`src/rtl/core/flog2_pkg.sv`:
```
// flog2_pkg: shared types, constants and single-precision arithmetic functions
// for the float log2 pipeline. No dependencies.
package flog2_pkg;

	typedef enum logic [3:0] {
		OP_REDUCE,
		OP_SUB1,
		OP_SQUARE,
		OP_HMUL,
		OP_HADD,
		OP_PX,
		OP_YZ,
		OP_YW,
		OP_RL,
		OP_XL,
		OP_RQ,
		OP_RY,
		OP_RX,
		OP_RE
	} flog2_op_t;

	// operands carried down the pipe
	typedef struct packed {
		logic [31:0]       x;
		logic [31:0]       z;
		logic [31:0]       p;
		logic [31:0]       y;
		logic [31:0]       w;
		logic [31:0]       q;
		logic [31:0]       r;
		logic [31:0]       ef;
		logic signed [8:0] e;
	} flog2_item_t;

	localparam int NUM_COEF   = 9;
	localparam int NUM_STAGES = 3 + 2 * (NUM_COEF - 1) + 9;

	localparam logic [31:0] KEEP_SIGN_MANT = 32'h807f_ffff;
	localparam logic [31:0] HALF_EXP_BITS  = 32'h3f00_0000;
	localparam logic [8:0]  EXP_BIAS_LESS1 = 9'h07e;
	localparam logic [31:0] MINUS_ONE      = 32'hbf80_0000;

	// round a double-precision pattern to single precision, nearest even
	function automatic logic [31:0] f64_to_f32(input logic [63:0] d);
		logic [10:0] ex;
		logic [23:0] mr;
		logic        inc;
		ex  = d[62:52] - 11'd1023 + 11'd127;
		inc = d[28] & ((|d[27:0]) | d[29]);
		mr  = {1'b0, d[51:29]} + {23'b0, inc};
		if (mr[23]) begin
			ex = ex + 11'd1;
		end
		return {d[63], ex[7:0], mr[23] ? 23'b0 : mr[22:0]};
	endfunction

	localparam logic [31:0] SQRT_HALF = f64_to_f32($realtobits(0.707106781186547524));
	localparam logic [31:0] LOG2E_M1  = f64_to_f32($realtobits(0.44269504088896340735992));

	localparam logic [31:0] POLY_COEF [NUM_COEF] = '{
		f64_to_f32($realtobits(7.0376836292E-2)),
		f64_to_f32($realtobits(-1.1514610310E-1)),
		f64_to_f32($realtobits(1.1676998740E-1)),
		f64_to_f32($realtobits(-1.2420140846E-1)),
		f64_to_f32($realtobits(1.4249322787E-1)),
		f64_to_f32($realtobits(-1.6668057665E-1)),
		f64_to_f32($realtobits(2.0000714765E-1)),
		f64_to_f32($realtobits(-2.4999993993E-1)),
		f64_to_f32($realtobits(3.3333331174E-1))
	};

	// single-precision product, zero and normal operands, round to nearest even
	function automatic logic [31:0] fp_mul(input logic [31:0] a, input logic [31:0] b);
		logic [47:0]       pr;
		logic [22:0]       mt;
		logic              g;
		logic              st;
		logic [23:0]       mr;
		logic signed [9:0] ex;
		logic [31:0]       res;
		if (a[30:23] == 8'd0 || b[30:23] == 8'd0) begin
			res = {a[31] ^ b[31], 31'b0};
		end else begin
			pr = {1'b1, a[22:0]} * {1'b1, b[22:0]};
			ex = signed'({2'b0, a[30:23]}) + signed'({2'b0, b[30:23]}) - 10'sd127;
			if (pr[47]) begin
				mt = pr[46:24];
				g  = pr[23];
				st = |pr[22:0];
				ex = ex + 10'sd1;
			end else begin
				mt = pr[45:23];
				g  = pr[22];
				st = |pr[21:0];
			end
			mr = {1'b0, mt} + {23'b0, g & (st | mt[0])};
			if (mr[23]) begin
				ex = ex + 10'sd1;
			end
			res = {a[31] ^ b[31], ex[7:0], mr[23] ? 23'b0 : mr[22:0]};
		end
		return res;
	endfunction

	// single-precision sum, zero and normal operands, round to nearest even
	function automatic logic [31:0] fp_add(input logic [31:0] a, input logic [31:0] b);
		logic [31:0]       hi;
		logic [31:0]       lo;
		logic [7:0]        d;
		logic [26:0]       mh;
		logic [26:0]       ml;
		logic [26:0]       sh;
		logic [26:0]       msk;
		logic [27:0]       sm;
		logic [26:0]       nm;
		logic [4:0]        lz;
		logic              found;
		logic signed [9:0] ex;
		logic [24:0]       mr;
		logic [31:0]       res;
		if (a[30:23] == 8'd0 && b[30:23] == 8'd0) begin
			res = {a[31] & b[31], 31'b0};
		end else if (a[30:23] == 8'd0) begin
			res = b;
		end else if (b[30:23] == 8'd0) begin
			res = a;
		end else begin
			if (a[30:0] < b[30:0]) begin
				hi = b;
				lo = a;
			end else begin
				hi = a;
				lo = b;
			end
			d  = hi[30:23] - lo[30:23];
			mh = {1'b1, hi[22:0], 3'b0};
			ml = {1'b1, lo[22:0], 3'b0};
			if (d >= 8'd27) begin
				sh = 27'd1;
			end else begin
				msk   = (27'd1 << d) - 27'd1;
				sh    = ml >> d;
				sh[0] = sh[0] | (|(ml & msk));
			end
			if (hi[31] ^ lo[31]) begin
				sm = {1'b0, mh} - {1'b0, sh};
			end else begin
				sm = {1'b0, mh} + {1'b0, sh};
			end
			if (sm == 28'd0) begin
				res = 32'd0;
			end else begin
				if (sm[27]) begin
					nm = {sm[27:2], sm[1] | sm[0]};
					ex = signed'({2'b0, hi[30:23]}) + 10'sd1;
				end else begin
					lz    = 5'd0;
					found = 1'b0;
					for (int i = 26; i >= 0; i--) begin
						if (!found) begin
							if (sm[i]) begin
								found = 1'b1;
							end else begin
								lz = lz + 5'd1;
							end
						end
					end
					nm = sm[26:0] << lz;
					ex = signed'({2'b0, hi[30:23]}) - signed'({5'b0, lz});
				end
				mr = {1'b0, nm[26:3]} + {24'b0, nm[2] & (nm[1] | nm[0] | nm[3])};
				if (mr[24]) begin
					ex = ex + 10'sd1;
				end
				res = {hi[31], ex[7:0], mr[24] ? mr[23:1] : mr[22:0]};
			end
		end
		return res;
	endfunction

	// exact conversion of the small signed exponent to single precision
	function automatic logic [31:0] int_to_fp(input logic signed [8:0] e);
		logic [8:0]  ab;
		logic [7:0]  nm;
		logic [3:0]  lz;
		logic        found;
		logic [7:0]  ex;
		logic [31:0] res;
		if (e == 9'sd0) begin
			res = 32'd0;
		end else begin
			ab    = e[8] ? 9'(-e) : 9'(e);
			lz    = 4'd0;
			found = 1'b0;
			for (int i = 7; i >= 0; i--) begin
				if (!found) begin
					if (ab[i]) begin
						found = 1'b1;
					end else begin
						lz = lz + 4'd1;
					end
				end
			end
			nm  = ab[7:0] << lz;
			ex  = 8'd134 - {4'b0, lz};
			res = {e[8], ex, nm[6:0], 16'b0};
		end
		return res;
	endfunction

	// operation done by each stage of the pipe
	function automatic flog2_op_t stage_op(input int s);
		flog2_op_t op;
		if (s == 0) begin
			op = OP_REDUCE;
		end else if (s == 1) begin
			op = OP_SUB1;
		end else if (s == 2) begin
			op = OP_SQUARE;
		end else if (s < 3 + 2 * (NUM_COEF - 1)) begin
			op = ((s - 3) % 2 == 0) ? OP_HMUL : OP_HADD;
		end else begin
			case (s - (3 + 2 * (NUM_COEF - 1)))
				0: op = OP_PX;
				1: op = OP_YZ;
				2: op = OP_YW;
				3: op = OP_RL;
				4: op = OP_XL;
				5: op = OP_RQ;
				6: op = OP_RY;
				7: op = OP_RX;
				default: op = OP_RE;
			endcase
		end
		return op;
	endfunction

endpackage

```
`src/rtl/core/flog2_stage.sv`:
```
// flog2_stage: one register stage of the log2 pipeline, doing one rounded
// single-precision operation. Depends on flog2_pkg.
module flog2_stage
	import flog2_pkg::*;
#(
	parameter flog2_op_t OP = OP_REDUCE,
	parameter int        K  = 1
) (
	input  logic        clk,
	input  logic        arst_n,
	input  logic        advance,
	input  logic        in_valid,
	input  flog2_item_t in_data,
	output logic        out_valid,
	output flog2_item_t out_data
);

	flog2_item_t nxt;
	logic [31:0] mb;
	logic        below;

	always_comb begin
		nxt   = in_data;
		mb    = (in_data.x & KEEP_SIGN_MANT) | HALF_EXP_BITS;
		below = mb[31] || (mb[22:0] < SQRT_HALF[22:0]);
		unique case (OP)
			OP_REDUCE: begin
				nxt.e = signed'({1'b0, in_data.x[30:23]} - EXP_BIAS_LESS1);
				nxt.x = mb;
				if (below) begin
					// doubling is exact: bump the exponent field
					nxt.e = signed'({1'b0, in_data.x[30:23]} - EXP_BIAS_LESS1 - 9'd1);
					nxt.x = mb + 32'h0080_0000;
				end
				nxt.ef = int_to_fp(nxt.e);
			end
			OP_SUB1:   nxt.x = fp_add(in_data.x, MINUS_ONE);
			OP_SQUARE: begin
				nxt.z = fp_mul(in_data.x, in_data.x);
				nxt.p = POLY_COEF[0];
			end
			OP_HMUL:   nxt.p = fp_mul(in_data.p, in_data.x);
			OP_HADD:   nxt.p = fp_add(in_data.p, POLY_COEF[K]);
			OP_PX: begin
				nxt.p = fp_mul(in_data.p, in_data.x);
				// -0.5*z is exact: flip sign, drop exponent by one
				if (in_data.z[30:23] == 8'd0) begin
					nxt.w = {~in_data.z[31], 31'b0};
				end else begin
					nxt.w = {~in_data.z[31], in_data.z[30:23] - 8'd1, in_data.z[22:0]};
				end
			end
			OP_YZ:     nxt.y = fp_mul(in_data.p, in_data.z);
			OP_YW:     nxt.y = fp_add(in_data.y, in_data.w);
			OP_RL:     nxt.r = fp_mul(in_data.y, LOG2E_M1);
			OP_XL:     nxt.q = fp_mul(in_data.x, LOG2E_M1);
			OP_RQ:     nxt.r = fp_add(in_data.r, in_data.q);
			OP_RY:     nxt.r = fp_add(in_data.r, in_data.y);
			OP_RX:     nxt.r = fp_add(in_data.r, in_data.x);
			OP_RE:     nxt.r = fp_add(in_data.r, in_data.ef);
			default:   nxt = in_data;
		endcase
	end

	always_ff @(posedge clk or negedge arst_n) begin
		if (!arst_n) begin
			out_valid <= 1'b0;
		end else if (advance) begin
			out_valid <= in_valid;
		end
	end

	always_ff @(posedge clk) begin
		if (advance) begin
			out_data <= nxt;
		end
	end

endmodule

```
`config.mk`:
```
export PLATFORM = sky130hd
export DESIGN_NAME = flog2_stage
export DESIGN_NICKNAME = d
export VERILOG_FILES = /design/src/rtl/core/flog2_pkg.sv /design/src/rtl/core/flog2_stage.sv
export SDC_FILE = /design/constraint.sdc
export NUM_CORES = 1
export LEC_CHECK = 0
export BUFFER_PORTS_ARGS = -buffer_cell sky130_fd_sc_hd__buf_4
export CORE_AREA = 2 2 206 208
export CTS_BUF_LIST = sky130_fd_sc_hd__clkbuf_8
export CTS_CLUSTER_SIZE = 10
export DETAILED_ROUTE_END_ITERATION = 6
export DIE_AREA = 0 0 208 210
export GPL_ROUTABILITY_DRIVEN = 0
export PLACE_DENSITY = 0.54
export RECOVER_POWER = 100
export SLEW_MARGIN = 40
export SYNTH_ARGS = -nofsm -noshare
export SYNTH_HDL_FRONTEND = slang
export SYNTH_SLANG_ARGS = --single-unit
```
`constraint.sdc`:
```
create_clock -name clk -period 1.63 [get_ports clk]
set_input_delay 0.2445 -clock clk [delete_from_list [all_inputs] [get_ports clk]]
set_output_delay 0.2445 -clock clk [all_outputs]
set_load 0.05 [all_outputs]
```
; Yosys cells after proc, flatten, opt, wreduce, memory -nomap -nowiden
; Cells that the tools add are included.
[word_totals]
reg_bits = 266
inputBits = 269
elab_cells = 74
[classes]
addsub = 12
magnitude_cmp = 1
shifts = 1
n_mux = 46
reduce_logical = 2
[ops]
columns = cell, n
row1 = $mux W4, 22
row2 = $add A32 B24 Y32 const B, 1
row3 = $mux W32, 1
row4 = $add A4 B1 Y4 const B, 7
row5 = $lt A23 B22 Y1 const B, 1
row6 = $mux W1, 21
row7 = $logic_not A9 Y1, 1
row8 = $mux W9, 1
row9 = $sub A8 B7 Y9 const B, 1
row10 = $sub A9 B1 Y9 const B, 1
row11 = $mux W8, 1
row12 = $neg A8 Y8, 1
row13 = $shl A8 B4 Y7, 1
row14 = $sub A8 B4 Y8 const A, 1
row15 = $logic_or A1 B1 Y1, 1

; Logic depth before layout (Yosys ltp)
[logic_depth]
word_depth = 36
ltp_mapped = 32
mapped_depth_nobuf = 31

; Worst setup path after synthesis
; OpenSTA, ideal clock, no wires.
[synth_timing]
path_kind = input -> register
start = input in_data[248] (netlist bit)
end = register out_data[29] (netlist bit) (data pin)
setup_ns = 0.256
arrival_ns = 6.078
required_ns = 1.374
slack_ns = -4.704
path_stages = 31
n_path_buf = 2
cell_sequence = or4b_4 > a211oi_2 > o21bai_2 > buf_2 > nand3_1 > and2_1 > clkbuf_1 > ha_1 > nand3_1 > or3_4 > o32a_1 > o211a_1 > ha_1 > nor2_1 > nor2_1 > ha_1 > mux2_2 > ha_1 > nand2_1 > nand3_1 > a21oi_1 > nor2_1 > ha_1 > nand3_1 > xnor2_1 > a211oi_1 > xnor3_1 > and2b_4 > o2111a_1 > o21a_1 > o211a_1
[synth_between]
elab_chain_len = 36
[synth_rtl]
columns = element, line_no
row1 = "start, declared", flog2_stage.sv:13  ; input flog2_item_t in_data,
row2 = $lt A23 B22 Y1 *, flog2_stage.sv:25  ; below = mb[31] || (mb[22:0] < SQRT_HALF[22:0]);
row3 = $logic_or A1 B1 Y1 *, flog2_stage.sv:25
row4 = $mux W9 *, flog2_stage.sv:30  ; if (below) begin
row5 = $neg A8 Y8, flog2_pkg.sv:192  ; ab = e[8] ? 9'(-e) : 9'(e);
row6 = $mux W8, flog2_pkg.sv:192
row7 = $mux W1, flog2_pkg.sv:197  ; if (ab[i]) begin
row8 = $mux W4, flog2_pkg.sv:189  ; if (e == 9'sd0) begin
row9 = $add A4 B1 Y4, flog2_pkg.sv:200  ; lz = lz + 4'd1;
row10 = [20 not listed], -
row11 = $mux W4, flog2_pkg.sv:197
row12 = $mux W4, flog2_pkg.sv:196  ; if (!found) begin
row13 = $mux W4, flog2_pkg.sv:189
row14 = $add A4 B1 Y4, flog2_pkg.sv:200
row15 = $mux W4, flog2_pkg.sv:197
row16 = $mux W4, flog2_pkg.sv:196
row17 = $mux W4, flog2_pkg.sv:189
row18 = $shl A8 B4 Y7, flog2_pkg.sv:204  ; nm = ab[7:0] << lz;
row19 = "end signal, assigned", flog2_stage.sv:75  ; out_data <= nxt;
row20 = "end, declared", flog2_stage.sv:15  ; output flog2_item_t out_data
; Mark *: on every way between the ends. The rest lies on a longest branch, timed or not. The select of a mux whose other input is x is not followed.
; A chain may end at the register's enable or synchronous reset.

; Worst setup path in the final report
[layout_timing]
start = input in_data[247] (netlist bit)
end = register out_data[29] (netlist bit) (data pin)
; The elaborated chain is that of the path after synthesis.

==> summary.txt <==
Global route
  • Largest net degree at the start of global routing: between 40 and 50
  • Vias in the first global route: 8547
  • Congestion Overflow GR: 0
  • First-pass GRT wire length: between 50000 and 60000 microns
  • Initial antenna violation count: 3
  • Total track usage: 16.8%

Floorplan
  • Initial Util: 22.4%
  • DIE HEIGHT: 210 microns
  • Die width: ~210 microns
  • Core ar.: 41500 sq um
  • IO Pins: 535
  • Die area: around 44000 sq um
  • Site row count: 75

Clock tree
  • CTS tree: done
  • Clock slew seen by the registers of the worst setup and hold paths: about 0.060 ns
  • Root Driver: clkbuf_8
  • Number of buffers created by CTS: 43
  • Max Root-Sink Buffers: 3
  • # clock sinks: 242
  • Worst skew pair latency: 0.53 ns
  • H-tree depth: 2

Synth
  • Yosys top cell by area: edfxtp_1
  • Synth Register Bits: between 200 and 250
  • Mean Syn Cell Area: 18.1 sq um
  • Compound-gate portion of the synthesized area: 7.60%
  • Synth Area in Adders: under 10%
  • Mapped Cells: 513
  • Top-count cell post-synth: edfxtp_1
  • Sequential area share after synthesis: around four fifths
  • Synth Area in Simple Gates: roughly 6.8%
  • Ys async rst share: 0.413%
  • Area contributors post-synth: edfxtp_1, buf_4, ha_1, nand3_1, xnor2_1
  • Largest family of logic cells by synthesized area: compound AO/OA/AOI/OAI gates
  • Mapped Area: around 9000 sq um
  • Synth cell count leaders: edfxtp_1, buf_4, nand3_1, inv_1
  • Post-synth cell types: 83
  • Number of synthesized flops with an enable pin: 241
  • Most used DFF post-synth: edfxtp_1
  • Ys Warns: 0
  • Share of the synthesized area in the top cell type: between 70% and 80%
  • Mux contribution to synthesized area: less than 1%
  • Synth Area in XOR/XNOR: approximately 1.8%

Worst setup path
  • CP Class: primary input to flip-flop
  • CP arrival: 5.73 ns
  • Worst path top cell family by delay: simple AND/OR/NAND/NOR gates
  • Reg2Reg Depth: 1
  • Path length in cells of the critical path: 28
  • Setup crit end kind: flip-flop
  • CP max stage cell: or4_4
  • CP max stage delay: 0.56 ns
  • CP Launch Type: primary input
  • WP data required: roughly 1.9 ns
  • Worst flop-to-flop path endpoint: out_valid
  • Worst reg2reg setup slack: 0.89 ns
  • Reg2reg start: out_valid
  • Buffers & Inverters on Critical Path: 1
  • Crit Path Max Fanout: 7

Layout
  • Final std cells w/o fill: approximately 2000
  • Ant. Diodes: 0
  • P&R area growth vs syn: 87.5%
  • Post-route cell area: approximately 17000 sq um
  • Layout Nets: 1675
  • Share of post-route cells with drive strength above 1: 53.0%
  • # fillers: 3938

Timing
  • RSZ-0062 raised after global routing: true
  • Relative slew slack: 44.6%
  • Highest clock rate: 184 MHz
  • Final min period: 5.44 ns
  • Fin worst setup slack: -3.81 ns
  • Max Slew Vio Count: 0
  • Final setup viols: 22
  • Fin Clk Skew: 0 ns
  • Crit share post-route: 333%
  • Worst Max-Slew Pin Slew: approximately 0.83 ns
  • Final-report hold violation count: 0

Drt
  • DRT Wirelength: 38200 microns
  • DR vias: 8178
  • Final routed DRC violation total: 0
  • Iter 0 DRT Violations: 472
  • Final ANT Viol Nets: 0
  • Routed wire per std cell: just under 20 microns
  • First-pass detailed-route iteration total: 4
  • Routed vias/inst: 4.16

Status
  • Failing checks: setup timing
  • Outcome: finished, violations left

Placement
  • Post-DP Area: 14600 sq um
  • Port Buffers: 470
  • Cell Count Post-Placement: between 1500 and 2000
  • DP Wirelength: 28400 microns

Flow run
  • Max_cap viols: 0

Power and ir drop
  • Leak: 7.39 nW
  • Tot Pwr: 0.0184 W
  • Peak supply drop: approximately 0.52 mV
  • PD cells: 1060 nW/um^2

Hold path
  • Endpoint, Worst Hold: out_data[1]
  • Worst hold path type: primary input to flip-flop
  • Worst Hold Launch: in_data[257]
  • Hold Crit Depth: 4
## layer usage
layer,global-route usage [%],share of wire (%),vias up
li1,-,-,3759
met1,19.0,38,4010
met2,31.2,53,328
met3,3.16,5.2,79
met4,6.29,3.8,2
met5,0,0.039,-
## power breakdown
part	total [W]	switching [W]	internal, W
registers	0.00762	0.000160	0.00746
logic	0.00516	0.00333	0.00183
clock network	0.00561	0.00257	0.00304
total	0.0184	0.00607	0.0123
## worst min-delay path, stage by stage
cell and delay (ns):
buf_4 0.09, buf_4 0.13, mux2i_1 0.09, buf_4 0.16
## flip-flops by register name (all words and copies together), names as in the netlist
name       flops
out_valid      1
out_data     241
## cells by family (layout without fill, tap and decap cells)
group / after synthesis / count (layout)
buffers and inverters: 51 / 943
adders and majority gates: 10 / 10
and+or+nand+nor: 105 / 105
DFF: 242 / 242
xor gates and xnor gates: 15 / 15
AOI/OAI and AO/OA: 81 / 81
other: 2 / 23
muxes: 7 / 7
## area by class of cell
class | count | area, sq um | area share [%]
Clock inverter | 30 | 210 | 1.21
Multi-Input combinational cell | 241 | 2150 | 12.4
Timing Repair Buffer | 850 | 6390 | 36.7
Clock buffer | 45 | 619 | 3.56
Inverter | 18 | 75.1 | 0.432
Tap cell | 539 | 674 | 3.88
Sequential cell | 242 | 7260 | 41.8
## per-stage QoR
step                setup slack, ns  setup TNS [ns]  util, %  hold WS (ns)
floorplan                     -4.36          -57.77        -       -0.0511
global placement              -4.53          -67.13     35.1        0.0310
detailed placement            -4.65          -68.53     35.1        0.0297
CTS                           -3.77          -49.37     43.2        0.0566
global route                  -4.04          -53.64     41.9         0.324
finish                        -3.81          -50.48     41.9         0.354
## layout by cell type (no fill, tap or decap), types with 4 or more instances in the layout
| cell | count |
|---|---|
| clkinv_2 | 4 |
| nor3_1 | 9 |
| clkbuf_4 | 201 |
| nand2b_1 | 5 |
| buf_6 | 27 |
| nor2_4 | 4 |
| dlygate4sd3_1 | 219 |
| nand2_1 | 9 |
| and2_1 | 4 |
| conb_1 | 23 |
| nor2_1 | 8 |
| inv_1 | 22 |
| inv_2 | 4 |
| nand3_1 | 12 |
| a211oi_2 | 4 |
| nor4_4 | 4 |
| o31ai_1 | 4 |
| clkbuf_1 | 18 |
| clkbuf_2 | 234 |
| clkbuf_8 | 45 |
| clkinv_1 | 9 |
| nand4_1 | 5 |
| a21oi_1 | 10 |
| xnor2_1 | 9 |
| ha_4 | 4 |
| buf_4 | 149 |
| ha_1 | 5 |
| edfxtp_1 | 241 |
| nand3_2 | 5 |
| a21o_1 | 5 |
## repair_timing
action / in CTS / in global routing
buffers inserted: 16 / 8
hold endpoints to repair: 218 / 0
pin swaps: 17 / 13
endpoints found under the setup margin: 23 / 23
hold buffers: 219 / 0
resized for setup: 52 / 23
## how the worst max path moves through the flow
stage                             from            to  slack [ns]
after floorplan           in_data[248]  out_data[29]       -4.36
after global placement    in_data[248]  out_data[29]       -4.53
after detailed placement  in_data[248]  out_data[35]       -4.65
after CTS                 in_data[248]  out_data[29]       -3.77
after global routing      in_data[248]  out_data[35]       -4.04
final                     in_data[247]  out_data[29]       -3.81
(Power assumes the default switching activity.)
